<file path="src/sv/jia_pkg.sv">
// ----------------------------------------------------------------------------
// jia_pkg
// types, codes and reset values shared by the joystick inactivity alarm
// ----------------------------------------------------------------------------
package jia_pkg;

	localparam int AXIS_W     = 12;
	localparam int IDLE_W     = 16;
	localparam int WIN_W      = 24;
	localparam int TIME_W     = 32;
	localparam int PRESS_W    = 3;
	localparam int KIND_W     = 2;
	localparam int PERIOD_W   = 2;
	localparam int CFG_IDX_W  = 3;
	localparam int CFG_DATA_W = 24;

	// event kinds
	localparam logic [KIND_W-1:0] KIND_SAMPLE = 2'd0;
	localparam logic [KIND_W-1:0] KIND_RESET  = 2'd1;
	localparam logic [KIND_W-1:0] KIND_EMERG  = 2'd2;

	// next sample period codes
	localparam logic [PERIOD_W-1:0] PERIOD_2000MS = 2'd0;
	localparam logic [PERIOD_W-1:0] PERIOD_500MS  = 2'd1;
	localparam logic [PERIOD_W-1:0] PERIOD_1000MS = 2'd2;

	// register indexes
	localparam logic [CFG_IDX_W-1:0] REG_DEADZONE  = 3'd0;
	localparam logic [CFG_IDX_W-1:0] REG_SAFE_LOW  = 3'd1;
	localparam logic [CFG_IDX_W-1:0] REG_SAFE_HIGH = 3'd2;
	localparam logic [CFG_IDX_W-1:0] REG_BLUE_IDLE = 3'd3;
	localparam logic [CFG_IDX_W-1:0] REG_RED_IDLE  = 3'd4;
	localparam logic [CFG_IDX_W-1:0] REG_BUZZ_IDLE = 3'd5;
	localparam logic [CFG_IDX_W-1:0] REG_PRESS_WIN = 3'd6;

	// register reset values
	localparam logic [AXIS_W-1:0] DEADZONE_RST  = 12'd100;
	localparam logic [AXIS_W-1:0] SAFE_LOW_RST  = 12'd700;
	localparam logic [AXIS_W-1:0] SAFE_HIGH_RST = 12'd3300;
	localparam logic [IDLE_W-1:0] BLUE_IDLE_RST = 16'd30;
	localparam logic [IDLE_W-1:0] RED_IDLE_RST  = 16'd45;
	localparam logic [IDLE_W-1:0] BUZZ_IDLE_RST = 16'd60;
	localparam logic [WIN_W-1:0]  PRESS_WIN_RST = 24'd500000;

	localparam logic [AXIS_W-1:0]  AXIS_CENTER = 12'd2048;
	localparam logic [IDLE_W-1:0]  IDLE_MAX    = 16'hFFFF;
	localparam logic [PRESS_W-1:0] PRESS_MAX   = 3'd7;
	localparam logic [PRESS_W-1:0] PRESS_ON    = 3'd2;
	localparam logic [PRESS_W-1:0] PRESS_OFF   = 3'd3;

	typedef struct packed {
		logic [AXIS_W-1:0] deadzone;
		logic [AXIS_W-1:0] safe_low;
		logic [AXIS_W-1:0] safe_high;
		logic [IDLE_W-1:0] blue_idle_samples;
		logic [IDLE_W-1:0] red_idle_samples;
		logic [IDLE_W-1:0] buzz_idle_samples;
		logic [WIN_W-1:0]  press_window_us;
	} cfg_t;

endpackage

</file>
<file path="src/sv/jia_cfg_regs.sv">
// ----------------------------------------------------------------------------
// jia_cfg_regs
// configuration register file, decodes writes by register index
// ----------------------------------------------------------------------------
module jia_cfg_regs (
	input  logic                           clk,
	input  logic                           arst_n,
	input  logic                           wr_en,
	input  logic [jia_pkg::CFG_IDX_W-1:0]  wr_index,
	input  logic [jia_pkg::CFG_DATA_W-1:0] wr_data,
	output jia_pkg::cfg_t                  cfg
);
	import jia_pkg::*;

	cfg_t cfg_q;

	always_ff @(posedge clk or negedge arst_n) begin
		if (!arst_n) begin
			cfg_q.deadzone          <= DEADZONE_RST;
			cfg_q.safe_low          <= SAFE_LOW_RST;
			cfg_q.safe_high         <= SAFE_HIGH_RST;
			cfg_q.blue_idle_samples <= BLUE_IDLE_RST;
			cfg_q.red_idle_samples  <= RED_IDLE_RST;
			cfg_q.buzz_idle_samples <= BUZZ_IDLE_RST;
			cfg_q.press_window_us   <= PRESS_WIN_RST;
		end else if (wr_en) begin
			unique case (wr_index)
				REG_DEADZONE:  cfg_q.deadzone          <= wr_data[AXIS_W-1:0];
				REG_SAFE_LOW:  cfg_q.safe_low          <= wr_data[AXIS_W-1:0];
				REG_SAFE_HIGH: cfg_q.safe_high         <= wr_data[AXIS_W-1:0];
				REG_BLUE_IDLE: cfg_q.blue_idle_samples <= wr_data[IDLE_W-1:0];
				REG_RED_IDLE:  cfg_q.red_idle_samples  <= wr_data[IDLE_W-1:0];
				REG_BUZZ_IDLE: cfg_q.buzz_idle_samples <= wr_data[IDLE_W-1:0];
				REG_PRESS_WIN: cfg_q.press_window_us   <= wr_data[WIN_W-1:0];
				default: ;
			endcase
		end
	end

	assign cfg = cfg_q;

endmodule

</file>
<file path="src/sv/joystick_inactivity_alarm.sv">
// ----------------------------------------------------------------------------
// joystick_inactivity_alarm
// joystick idle watchdog with out-of-range flashing and emergency mode
// ----------------------------------------------------------------------------
// The block takes one event per request: a joystick sample, a reset button
// press or an emergency button press. It accepts one request every clock
// cycle unless stalled and returns exactly one result per request, passed
// through one input register and one result register. The whole update of
// the alarm state for a request is computed combinationally between those
// two registers, so back-to-back requests see each other's effects in order.
// The input side keeps accepting while a finished result waits on the output;
// it stalls only when both the input and the result register are full and
// out_ready is low. Configuration writes are always accepted (cfg_ready is
// tied high) and must only be issued while no request is in flight.
// ----------------------------------------------------------------------------
module joystick_inactivity_alarm (
	input  logic                           clk,
	input  logic                           arst_n,

	// event requests
	input  logic                           in_valid,
	output logic                           in_ready,
	input  logic [jia_pkg::KIND_W-1:0]     kind,
	input  logic [jia_pkg::AXIS_W-1:0]     joy_x,
	input  logic [jia_pkg::AXIS_W-1:0]     joy_y,
	input  logic [jia_pkg::TIME_W-1:0]     now_us,

	// results
	output logic                           out_valid,
	input  logic                           out_ready,
	output logic                           green_led,
	output logic                           red_led,
	output logic                           buzzer_sound,
	output logic                           blue_blink,
	output logic                           show_alert,
	output logic                           emergency,
	output logic [jia_pkg::PERIOD_W-1:0]   period_code,

	// configuration writes
	input  logic                           cfg_valid,
	output logic                           cfg_ready,
	input  logic [jia_pkg::CFG_IDX_W-1:0]  cfg_index,
	input  logic [jia_pkg::CFG_DATA_W-1:0] cfg_data
);
	import jia_pkg::*;

	cfg_t cfg;

	// input register
	logic                v_s1;
	logic [KIND_W-1:0]   kind_s1;
	logic [AXIS_W-1:0]   x_s1;
	logic [AXIS_W-1:0]   y_s1;
	logic [TIME_W-1:0]   now_s1;

	// alarm state
	logic [AXIS_W-1:0]   prev_x_q;
	logic [AXIS_W-1:0]   prev_y_q;
	logic [IDLE_W-1:0]   idle_q;
	logic                red_alert_q;
	logic                buzzer_on_q;
	logic                beep_phase_q;
	logic                tone_level_q;
	logic                green_q;
	logic                red_q;
	logic [PRESS_W-1:0]  press_cnt_q;
	logic                emerg_q;
	logic [TIME_W-1:0]   last_press_q;

	// next state
	logic [AXIS_W-1:0]   prev_x_d;
	logic [AXIS_W-1:0]   prev_y_d;
	logic [IDLE_W-1:0]   idle_d;
	logic                red_alert_d;
	logic                buzzer_on_d;
	logic                beep_phase_d;
	logic                tone_level_d;
	logic                green_d;
	logic                red_d;
	logic [PRESS_W-1:0]  press_cnt_d;
	logic                emerg_d;
	logic [TIME_W-1:0]   last_press_d;
	logic                blink_d;
	logic                alert_d;
	logic [PERIOD_W-1:0] period_d;

	// result register
	logic                out_valid_q;
	logic                green_led_q;
	logic                red_led_q;
	logic                buzzer_sound_q;
	logic                blue_blink_q;
	logic                show_alert_q;
	logic                emergency_q;
	logic [PERIOD_W-1:0] period_code_q;

	// sample decode helpers
	logic [AXIS_W-1:0]   dx;
	logic [AXIS_W-1:0]   dy;
	logic                moved;
	logic                out_of_range;
	logic [TIME_W-1:0]   gap;
	logic                in_window;
	logic                advance;

	jia_cfg_regs u_cfg_regs (
		.clk      (clk),
		.arst_n   (arst_n),
		.wr_en    (cfg_valid),
		.wr_index (cfg_index),
		.wr_data  (cfg_data),
		.cfg      (cfg)
	);

	assign cfg_ready = 1'b1;

	// result register frees up when empty or when its result is taken
	assign advance  = !out_valid_q || out_ready;
	assign in_ready = !v_s1 || advance;

	// per-axis distance from the remembered position
	assign dx    = (x_s1 > prev_x_q) ? (x_s1 - prev_x_q) : (prev_x_q - x_s1);
	assign dy    = (y_s1 > prev_y_q) ? (y_s1 - prev_y_q) : (prev_y_q - y_s1);
	assign moved = (dx > cfg.deadzone) || (dy > cfg.deadzone);

	assign out_of_range = (x_s1 < cfg.safe_low) || (x_s1 > cfg.safe_high) ||
	                      (y_s1 < cfg.safe_low) || (y_s1 > cfg.safe_high);

	// wrapping time since the previous emergency press
	assign gap       = now_s1 - last_press_q;
	assign in_window = gap < {{(TIME_W-WIN_W){1'b0}}, cfg.press_window_us};

	always_comb begin
		logic fresh;
		fresh        = 1'b0;
		prev_x_d     = prev_x_q;
		prev_y_d     = prev_y_q;
		idle_d       = idle_q;
		red_alert_d  = red_alert_q;
		buzzer_on_d  = buzzer_on_q;
		beep_phase_d = beep_phase_q;
		tone_level_d = tone_level_q;
		green_d      = green_q;
		red_d        = red_q;
		press_cnt_d  = press_cnt_q;
		emerg_d      = emerg_q;
		last_press_d = last_press_q;
		blink_d      = 1'b0;
		alert_d      = 1'b0;
		period_d     = PERIOD_2000MS;

		unique case (kind_s1)
			KIND_RESET: begin
				red_alert_d = 1'b0;
				buzzer_on_d = 1'b0;
				red_d       = 1'b0;
				idle_d      = '0;
			end

			KIND_EMERG: begin
				if (in_window) begin
					if (press_cnt_q < PRESS_MAX)
						press_cnt_d = press_cnt_q + PRESS_W'(1);
				end else begin
					press_cnt_d = PRESS_W'(1);
				end
				last_press_d = now_s1;
				// two quick presses arm, three quick presses disarm
				if (!emerg_q && press_cnt_d == PRESS_ON) begin
					emerg_d = 1'b1;
				end else if (emerg_q && press_cnt_d == PRESS_OFF) begin
					emerg_d     = 1'b0;
					press_cnt_d = '0;
				end
			end

			KIND_SAMPLE: begin
				// movement clears the escalation, stillness counts up
				if (moved) begin
					idle_d      = '0;
					red_alert_d = 1'b0;
					buzzer_on_d = 1'b0;
					red_d       = 1'b0;
					prev_x_d    = x_s1;
					prev_y_d    = y_s1;
					fresh       = 1'b1;
				end else if (idle_q != IDLE_MAX) begin
					idle_d = idle_q + IDLE_W'(1);
					fresh  = 1'b1;
				end

				if (emerg_q) begin
					period_d = PERIOD_1000MS;
				end else if (out_of_range) begin
					// flash both leds and beep
					green_d = !green_q;
					red_d   = !red_d;
					if (!buzzer_on_d) begin
						buzzer_on_d  = 1'b1;
						beep_phase_d = 1'b1;
					end else begin
						beep_phase_d = !beep_phase_q;
						tone_level_d = !beep_phase_q;
					end
					period_d = PERIOD_500MS;
				end else begin
					green_d = 1'b0;
					if (!red_alert_d)
						red_d = 1'b0;
					if (buzzer_on_d && idle_d < cfg.buzz_idle_samples)
						buzzer_on_d = 1'b0;

					// blink once when the count lands on the blue threshold
					blink_d = fresh && (idle_d == cfg.blue_idle_samples);

					if (idle_d >= cfg.red_idle_samples) begin
						red_alert_d = 1'b1;
						alert_d     = 1'b1;
						red_d       = !red_d;
					end
					if (idle_d >= cfg.buzz_idle_samples && !buzzer_on_d) begin
						buzzer_on_d  = 1'b1;
						beep_phase_d = 1'b1;
					end
					if (buzzer_on_d) begin
						beep_phase_d = !beep_phase_d;
						tone_level_d = beep_phase_d;
						period_d     = PERIOD_500MS;
					end
					if (red_alert_d && !buzzer_on_d)
						period_d = PERIOD_500MS;
				end
			end

			default: ; // unused kind leaves state alone
		endcase
	end

	// input register
	always_ff @(posedge clk or negedge arst_n) begin
		if (!arst_n) begin
			v_s1 <= 1'b0;
		end else if (in_ready) begin
			v_s1 <= in_valid;
		end
	end

	always_ff @(posedge clk) begin
		if (in_ready && in_valid) begin
			kind_s1 <= kind;
			x_s1    <= joy_x;
			y_s1    <= joy_y;
			now_s1  <= now_us;
		end
	end

	// alarm state commits when the request moves into the result register
	always_ff @(posedge clk or negedge arst_n) begin
		if (!arst_n) begin
			prev_x_q     <= AXIS_CENTER;
			prev_y_q     <= AXIS_CENTER;
			idle_q       <= '0;
			red_alert_q  <= 1'b0;
			buzzer_on_q  <= 1'b0;
			beep_phase_q <= 1'b0;
			tone_level_q <= 1'b1;
			green_q      <= 1'b0;
			red_q        <= 1'b0;
			press_cnt_q  <= '0;
			emerg_q      <= 1'b0;
			last_press_q <= '0;
		end else if (advance && v_s1) begin
			prev_x_q     <= prev_x_d;
			prev_y_q     <= prev_y_d;
			idle_q       <= idle_d;
			red_alert_q  <= red_alert_d;
			buzzer_on_q  <= buzzer_on_d;
			beep_phase_q <= beep_phase_d;
			tone_level_q <= tone_level_d;
			green_q      <= green_d;
			red_q        <= red_d;
			press_cnt_q  <= press_cnt_d;
			emerg_q      <= emerg_d;
			last_press_q <= last_press_d;
		end
	end

	// result register
	always_ff @(posedge clk or negedge arst_n) begin
		if (!arst_n) begin
			out_valid_q <= 1'b0;
		end else if (advance) begin
			out_valid_q <= v_s1;
		end
	end

	always_ff @(posedge clk) begin
		if (advance && v_s1) begin
			green_led_q    <= green_d;
			red_led_q      <= red_d;
			buzzer_sound_q <= buzzer_on_d && tone_level_d;
			blue_blink_q   <= blink_d;
			show_alert_q   <= alert_d;
			emergency_q    <= emerg_d;
			period_code_q  <= period_d;
		end
	end

	assign out_valid    = out_valid_q;
	assign green_led    = green_led_q;
	assign red_led      = red_led_q;
	assign buzzer_sound = buzzer_sound_q;
	assign blue_blink   = blue_blink_q;
	assign show_alert   = show_alert_q;
	assign emergency    = emergency_q;
	assign period_code  = period_code_q;

endmodule

</file>
<file path="config.mk">
export PLATFORM = sky130hd
export DESIGN_NAME = joystick_inactivity_alarm
export DESIGN_NICKNAME = d
export VERILOG_FILES = /design/src/sv/jia_pkg.sv /design/src/sv/jia_cfg_regs.sv /design/src/sv/joystick_inactivity_alarm.sv
export SDC_FILE = /design/constraint.sdc
export NUM_CORES = 1
export LEC_CHECK = 0
export ABC_AREA = 1
export BUFFER_PORTS_ARGS = -buffer_cell sky130_fd_sc_hd__buf_2
export CAP_MARGIN = 20
export CORE_MARGIN = 2
export CORE_UTILIZATION = 35
export CTS_CLUSTER_DIAMETER = 120
export DETAILED_ROUTE_END_ITERATION = 10
export SYNTH_ARGS = -nofsm -noshare
export SYNTH_HDL_FRONTEND = slang
export SYNTH_SLANG_ARGS = --single-unit
</file>
<file path="constraint.sdc">
create_clock -name clk -period 6.41 [get_ports clk]
set_input_delay 1.282 -clock clk [delete_from_list [all_inputs] [get_ports clk]]
set_output_delay 1.282 -clock clk [all_outputs]
set_load 0.005 [all_outputs]
</file>
Word-level counts from Yosys, hierarchy flattened
Index checks and enable logic that the tools add are counted.
{"block": "totals", "regBits": 258, "in_bits": 90, "out_inout_bits": 11, "elab_cells": 177}
{"block": "op_classes", "bitwise": 2, "eq_ne": 12, "order_cmp": 13, "n_addsub": 7, "mux": 69, "n_reduce_logical": 41}
{"operator": "$gt 12x12->1", "n": 6}
{"operator": "$mux 1", "n": 52}
{"operator": "$mux 16", "n": 3}
{"operator": "$sub 12x12->12", "n": 4}
{"operator": "$ge 16x16->1", "n": 2}
{"operator": "$lt 32x24->1", "n": 1}
{"operator": "$pmux 16 s2", "n": 1}
{"operator": "$sub 32x32->32", "n": 1}
{"operator": "$lt 12x12->1", "n": 2}
{"operator": "$mux 12", "n": 2}
{"operator": "$reduce_and 2->1", "n": 9}
{"operator": "$add 16x1->16 const B", "n": 1}
{"operator": "$eq 16x16->1", "n": 1}
{"operator": "$lt 16x16->1", "n": 1}
{"operator": "$ne 16x16->1 const B", "n": 1}
{"operator": "$mux 3", "n": 5}
{"operator": "$eq 3x2->1 const B", "n": 4}
{"operator": "$logic_not 1->1", "n": 10}
{"operator": "$eq 3x3->1 const B", "n": 3}
{"operator": "$logic_and 1x1->1", "n": 9}
{"operator": "$logic_or 1x1->1", "n": 6}
{"operator": "$mux 2", "n": 3}
{"operator": "$pmux 1 s2", "n": 3}
{"operator": "$reduce_and 3->1", "n": 2}
{"operator": "11 further kinds", "n": 12}

Depth between registers and ports, before layout
{"block": "logic_depth", "word_depth": 24, "ltp_mapped": 45}

Modules after synthesis
A second synthesis with hierarchy kept.
{"block": "unflattened", "cells_unflattened": 2258, "area_unflattened_um2": 17718.2}
{"module": "joystick_inactivity_alarm", "cells_per_inst": 1779, "area_per_inst_um2": 13465.4, "instances": 1, "seq_area_each_um2": 4087.7}
{"module": "jia_cfg_regs", "cells_per_inst": 479, "area_per_inst_um2": 4252.8, "instances": 1, "seq_area_each_um2": 2745.1}

Worst setup path before layout
No wires, ideal clock.
{"block": "synth_path", "path_kind": "register to register", "startpoint": "reg y_s1[0]", "endpoint": "reg buzzer_sound_q (netlist: buzzer_sound) (data pin)", "period_less_slack_ps": 5256, "stages_incl_launch_ff": 41, "t_arrival_ps": 5006, "slack_ps": 1154, "path_cell_list": "edfxtp_1 -> inv_1 -> ha_1 -> inv_1 -> fa_1 -> a21oi_1 -> o21ai_1 -> a21boi_1 -> o21ai_1 -> nand2_1 -> buf_2 -> nand2_1 -> o21ai_1 -> xnor2_1 -> inv_1 -> ha_1 -> nand2_1 -> inv_1 -> (+5 left out) -> nand2_4 -> inv_2 -> buf_6 -> nand2_2 -> inv_1 -> ha_1 -> nand2_1 -> inv_1 -> nand3_1 -> a31oi_1 -> a2111oi_0 -> nand2_1 -> nand2_2 -> nand2_1 -> nand2_1 -> nand2_1 -> inv_2 -> nor2_2"}
{"block": "synth_via", "elab_chain_len": 24, "elab_cells_between_ends": 41, "classes_between": "2 x add/sub; 6 x order compare; 25 x mux; 8 x reduce/logical"}
{"item": "start: declaration", "line_no": "joystick_inactivity_alarm.sv:53", "source": "logic [AXIS_W-1:0] y_s1;"}
{"item": "start signal: assignment", "line_no": "joystick_inactivity_alarm.sv:252", "source": "y_s1 <= joy_y;"}
{"item": "$sub 12x12->12 or $gt 12x12->1 (tied branches)", "line_no": "joystick_inactivity_alarm.sv:123", "source": "assign dy = (y_s1 > prev_y_q) ? (y_s1 - prev_y_q) : (prev_y_q - y_s1);"}
{"item": "$mux 12", "line_no": "joystick_inactivity_alarm.sv:123"}
{"item": "$gt 12x12->1", "line_no": "joystick_inactivity_alarm.sv:124", "source": "assign moved = (dx > cfg.deadzone) || (dy > cfg.deadzone);"}
{"item": "$logic_or 1x1->1", "line_no": "joystick_inactivity_alarm.sv:124"}
{"item": "$mux 16", "line_no": "joystick_inactivity_alarm.sv:179", "source": "if (moved) begin"}
{"item": "$mux 16", "line_no": "joystick_inactivity_alarm.sv:152", "source": "unique case (kind_s1)"}
{"item": "$lt 16x16->1", "line_no": "joystick_inactivity_alarm.sv:210", "source": "if (buzzer_on_d && idle_d < cfg.buzz_idle_samples)"}
{"item": "$logic_and 1x1->1", "line_no": "joystick_inactivity_alarm.sv:210"}
{"item": "(+8 left out)"}
{"item": "$mux 1", "line_no": "joystick_inactivity_alarm.sv:192", "source": "if (emerg_q) begin"}
{"item": "$mux 1", "line_no": "joystick_inactivity_alarm.sv:152"}
{"item": "$logic_not 1->1", "line_no": "joystick_inactivity_alarm.sv:226", "source": "beep_phase_d = !beep_phase_d;"}
{"item": "$mux 1", "line_no": "joystick_inactivity_alarm.sv:225", "source": "if (buzzer_on_d) begin"}
{"item": "$mux 1", "line_no": "joystick_inactivity_alarm.sv:194", "source": "end else if (out_of_range) begin"}
{"item": "$mux 1", "line_no": "joystick_inactivity_alarm.sv:192"}
{"item": "$mux 1", "line_no": "joystick_inactivity_alarm.sv:152"}
{"item": "$logic_and 1x1->1 *", "line_no": "joystick_inactivity_alarm.sv:301", "source": "buzzer_sound_q <= buzzer_on_d && tone_level_d;"}
{"item": "end signal: assignment", "line_no": "joystick_inactivity_alarm.sv:301"}
{"item": "end: declaration", "line_no": "joystick_inactivity_alarm.sv:91", "source": "logic buzzer_sound_q;"}
Every way passes the cells marked *; elsewhere a longest branch is shown, timed or not. The select of a mux whose other input is x is not followed.
A chain may end at the register's enable or synchronous reset.

Final worst setup path
{"block": "layout_path", "startpoint": "reg y_s1[5]", "endpoint": "reg buzzer_sound_q (netlist: buzzer_sound) (data pin)"}
The elaborated chain is that of the path after synthesis.

==> run_results.csv <==
group,metric,value,unit
clocking,clk_pin_slew,0.06,ns
detailed_routing,vias_per_cell,4.913,
global_route,grt_pass1_vias,14720,
cells_and_area,drive_above_1_share,0.1182,
setup_path,cpLargestDelayFamily,"simple AND/OR/NAND/NOR gates",
setup_path,crit_arrival,6.08,ns
setup_path,crit_start,"y_s1[5]",
placement,dp.final_hpwl,37940,microns
global_route,grt_antenna_before_repair,2,
setup_path,path_buf_inv,6,
placement,gp_congestion,0.9104,
timing,grt_setup_unrepaired,"no",
global_route,grt_max_degree,111,
yosys,syn_area,17380,sq um
setup_path,max_stage_delay,0.46,ns
setup_path,crit_end,"buzzer_sound",
run,cap_viol_max_count,0,
clocking,clk_path_buf_depth,3,
timing,setup_violations,0,
detailed_routing,via_count,14490,
detailed_routing,drt_iter0_drc,919,
clocking,tritoncts,"done",
floorplan,coreArea,48950,sq um
floorplan,start_util,0.3551,
timing,hold_violations,0,
timing,fin_crit,5.781,ns
setup_path,setup.worst_path.end_class,"flip-flop",
timing,tightest_slew,1.011,ns
clocking,postCtsSetupBuffers,0,
cells_and_area,nFillCells,5068,
cells_and_area,num-nets-final,2556,
clocking,cts_sinks,258,
global_route,gr-total-overflow,0,
setup_path,r2r_setup_slack,0.63,ns
yosys,synth_top_area_frac,0.2232,
yosys,yosysSeqAreaShare,0.3931,
yosys,syn_avg_cell_area,8.069,sq um
setup_path,rr_worst_depth,36,
timing,slew_viol_final,0,
yosys,yosys_register_bits,258,
floorplan,row_count,81,
global_route,grt_busiest_layer,"met2",
yosys,yosys-top-cells-area,"dfrtp_1, ha_1, edfxtp_1",
power,p_leak,9.765,nW
power,finalPower,8.247,mW
yosys,ys_types,62,
setup_path,crit_fanout,16,
detailed_routing,wl_per_cell,16.37,microns
detailed_routing,ant_nets,0,
global_route,grtUsageTotal,0.1935,
timing,finalCritPeriodShare,0.9018,
yosys,syn_nets,2451,
yosys,synth_edf_count,66,
floorplan,ios,101,
yosys,ys_top_cells_by_count,"nand2_1, inv_1, o21ai_0",
yosys,async_flop_share,0.7442,
yosys,synth_warnings,0,
setup_path,crit_top_cell,"nand2_1",
setup_path,critPathLaunchType,"flip-flop",
setup_path,required,6.71,ns
detailed_routing,drc,0,
yosys,syn_inst,2154,
cells_and_area,area_growth,13.76,%
clocking,cts_hold_buf,0,
cells_and_area,multi_input_area,9044,sq um
global_route,grt_use_met3,0.02501,
min_path,hp-class,"flip-flop to flip-flop",
setup_path,path_class,"flip-flop to flip-flop",
setup_path,r2r_start,"y_s1[5]",
global_route,grt_util_met2,0.3321,
timing,skew,0.02601,ns
timing,slew_headroom,0.3245,
yosys,yosysTopAreaCell,"dfrtp_1",
power,p_per_area,417.1,nW/um^2
floorplan,fp.dieW,226.9,microns
global_route,use_met1,0.2464,
timing,max_freq,173.0,MHz
outcome,status,"finished clean",
clocking,clk_latency,0.54,ns
setup_path,timing.rr.end,"buzzer_sound",
yosys,yosysMostFrequentCell,"nand2_1",
detailed_routing,dr.pass1.iters,5,
setup_path,crit_cells,36,
clocking,ctsRootBufferMaster,"clkbuf_16",
setup_path,cp_slowest_cell,"edfxtp_1",
global_route,grt_pass1_wl,77620,microns
clocking,numCtsBuffers,35,
placement,port_buffers,99,
yosys,synth_ff_type,"dfrtp_1",
timing,fin_setup_tns,0,ns
clocking,h-tree-depth,2,
power,peakVddDrop,225.9,uV
detailed_routing,drt_wl_total,48280,microns
floorplan,dieArea,51460,sq um
cells_and_area,seqCellArea,6833,sq um
floorplan,die_y,226.9,microns
-- tightest hold or removal path, stage by stage, from the launching register on --
cell and delay (ns):
dfrtp_1 0.33, nand2_1 0.05, o21ai_0 0.06
-- cell type report --
cell class | instances | area share
multi-input combinational | 1496 | 0.4574
sequential | 258 | 0.3455
inverter | 359 | 0.06827
clock buffer | 48 | 0.05037
tap | 664 | 0.04201
timing repair buffer | 109 | 0.03031
clock inverter | 14 | 0.006011
antenna | 1 | 0.0001266
-- metrics by stage --
stage	instances	hold slack (ns)	worst slack, ns	util	instance area, sq um
floorplan	2154	0.4530	1.154	-	17380
global placement	2885	0.4649	0.3255	0.3802	18610
detailed placement	2886	0.4731	0.2078	0.3808	18640
CTS	2948	0.4832	0.1611	0.4035	19750
global route	2948	0.5056	0.03249	0.4039	19770
finish	2949	0.4777	0.6293	0.4040	19770
-- sequential cells by signal (all words and copies together), names as in the netlist, 2 cells and up --
name and count:
prev_y_q 12, x_s1 12, last_press_q 32, kind_s1 2, idle_q 16, y_s1 12
press_cnt_q 3, prev_x_q 12, period_code 2, now_s1 32, u_cfg_regs.cfg 108
-- how the worst min path moves through the flow --
stage	to	cells past startpoint	start	slack, ns
6_report	u_cfg_regs.cfg[105]	2	u_cfg_regs.cfg[105]	0.48
5_1_grt	u_cfg_regs.cfg[15]	2	u_cfg_regs.cfg[15]	0.51
4_1_cts	prev_y_q[11]	2	prev_y_q[11]	0.48
3_5_place_dp	u_cfg_regs.cfg[105]	2	u_cfg_regs.cfg[105]	0.47
3_3_place_gp	prev_y_q[11]	2	prev_y_q[11]	0.46
2_1_floorplan	u_cfg_regs.cfg[100]	2	u_cfg_regs.cfg[100]	0.45
-- power breakdown --
group          leakage (nW)  switching, mW  internal [mW]  total (mW)
Clock                 0.539          0.766           1.13        1.90
Sequential             2.98          0.209           2.07        2.27
Combinational          6.25           2.59           1.48        4.07
Total                  9.77           3.56           4.68        8.25
-- routing by layer --
layer / part of all wire / wire length [microns]
met1: 0.45 / 21630
met2: 0.48 / 23010
met3: 0.041 / 1996
met4: 0.034 / 1632
met5: 0 / 0
-- cells in the final DEF (no fill, tap or decap), types with 7 or more instances in the layout --
cell,synthesis,final
nor2_1,123,123
nand2_2,19,20
xnor2_1,19,19
dfstp_2,37,37
o22ai_1,18,18
edfxtp_1,66,66
buf_4,2,9
nand3_1,64,64
o21ai_1,13,12
buf_2,2,98
a21o_1,9,9
clkbuf_16,0,36
a21oi_1,152,152
clkbuf_1,35,7
dfrtp_1,155,155
nor3_1,19,19
ha_1,202,202
nand4_1,23,23
inv_2,8,8
inv_1,349,348
xor2_1,42,42
o21ai_0,211,211
nand2_1,477,475
nor2_2,7,7
-- cells by family after synthesis --
group                      Yosys count  synth area share
xor gates and xnor gates            62           0.03167
muxes                                8          0.004895
buffers and inverters              400           0.08746
and+or+nand+nor                    764            0.1892
adders and majority gates          207            0.1512
AOI/OAI and AO/OA                  454            0.1423
other                                1         0.0002157
DFF                                258            0.3931
-- what timing repair did --
action / CTS / global route
endpoints found under the setup margin: 0 / 9
hold endpoints to repair: 0 / 0
resized for setup: 0 / 7
Note: power is estimated with default switching activity, not from simulation.
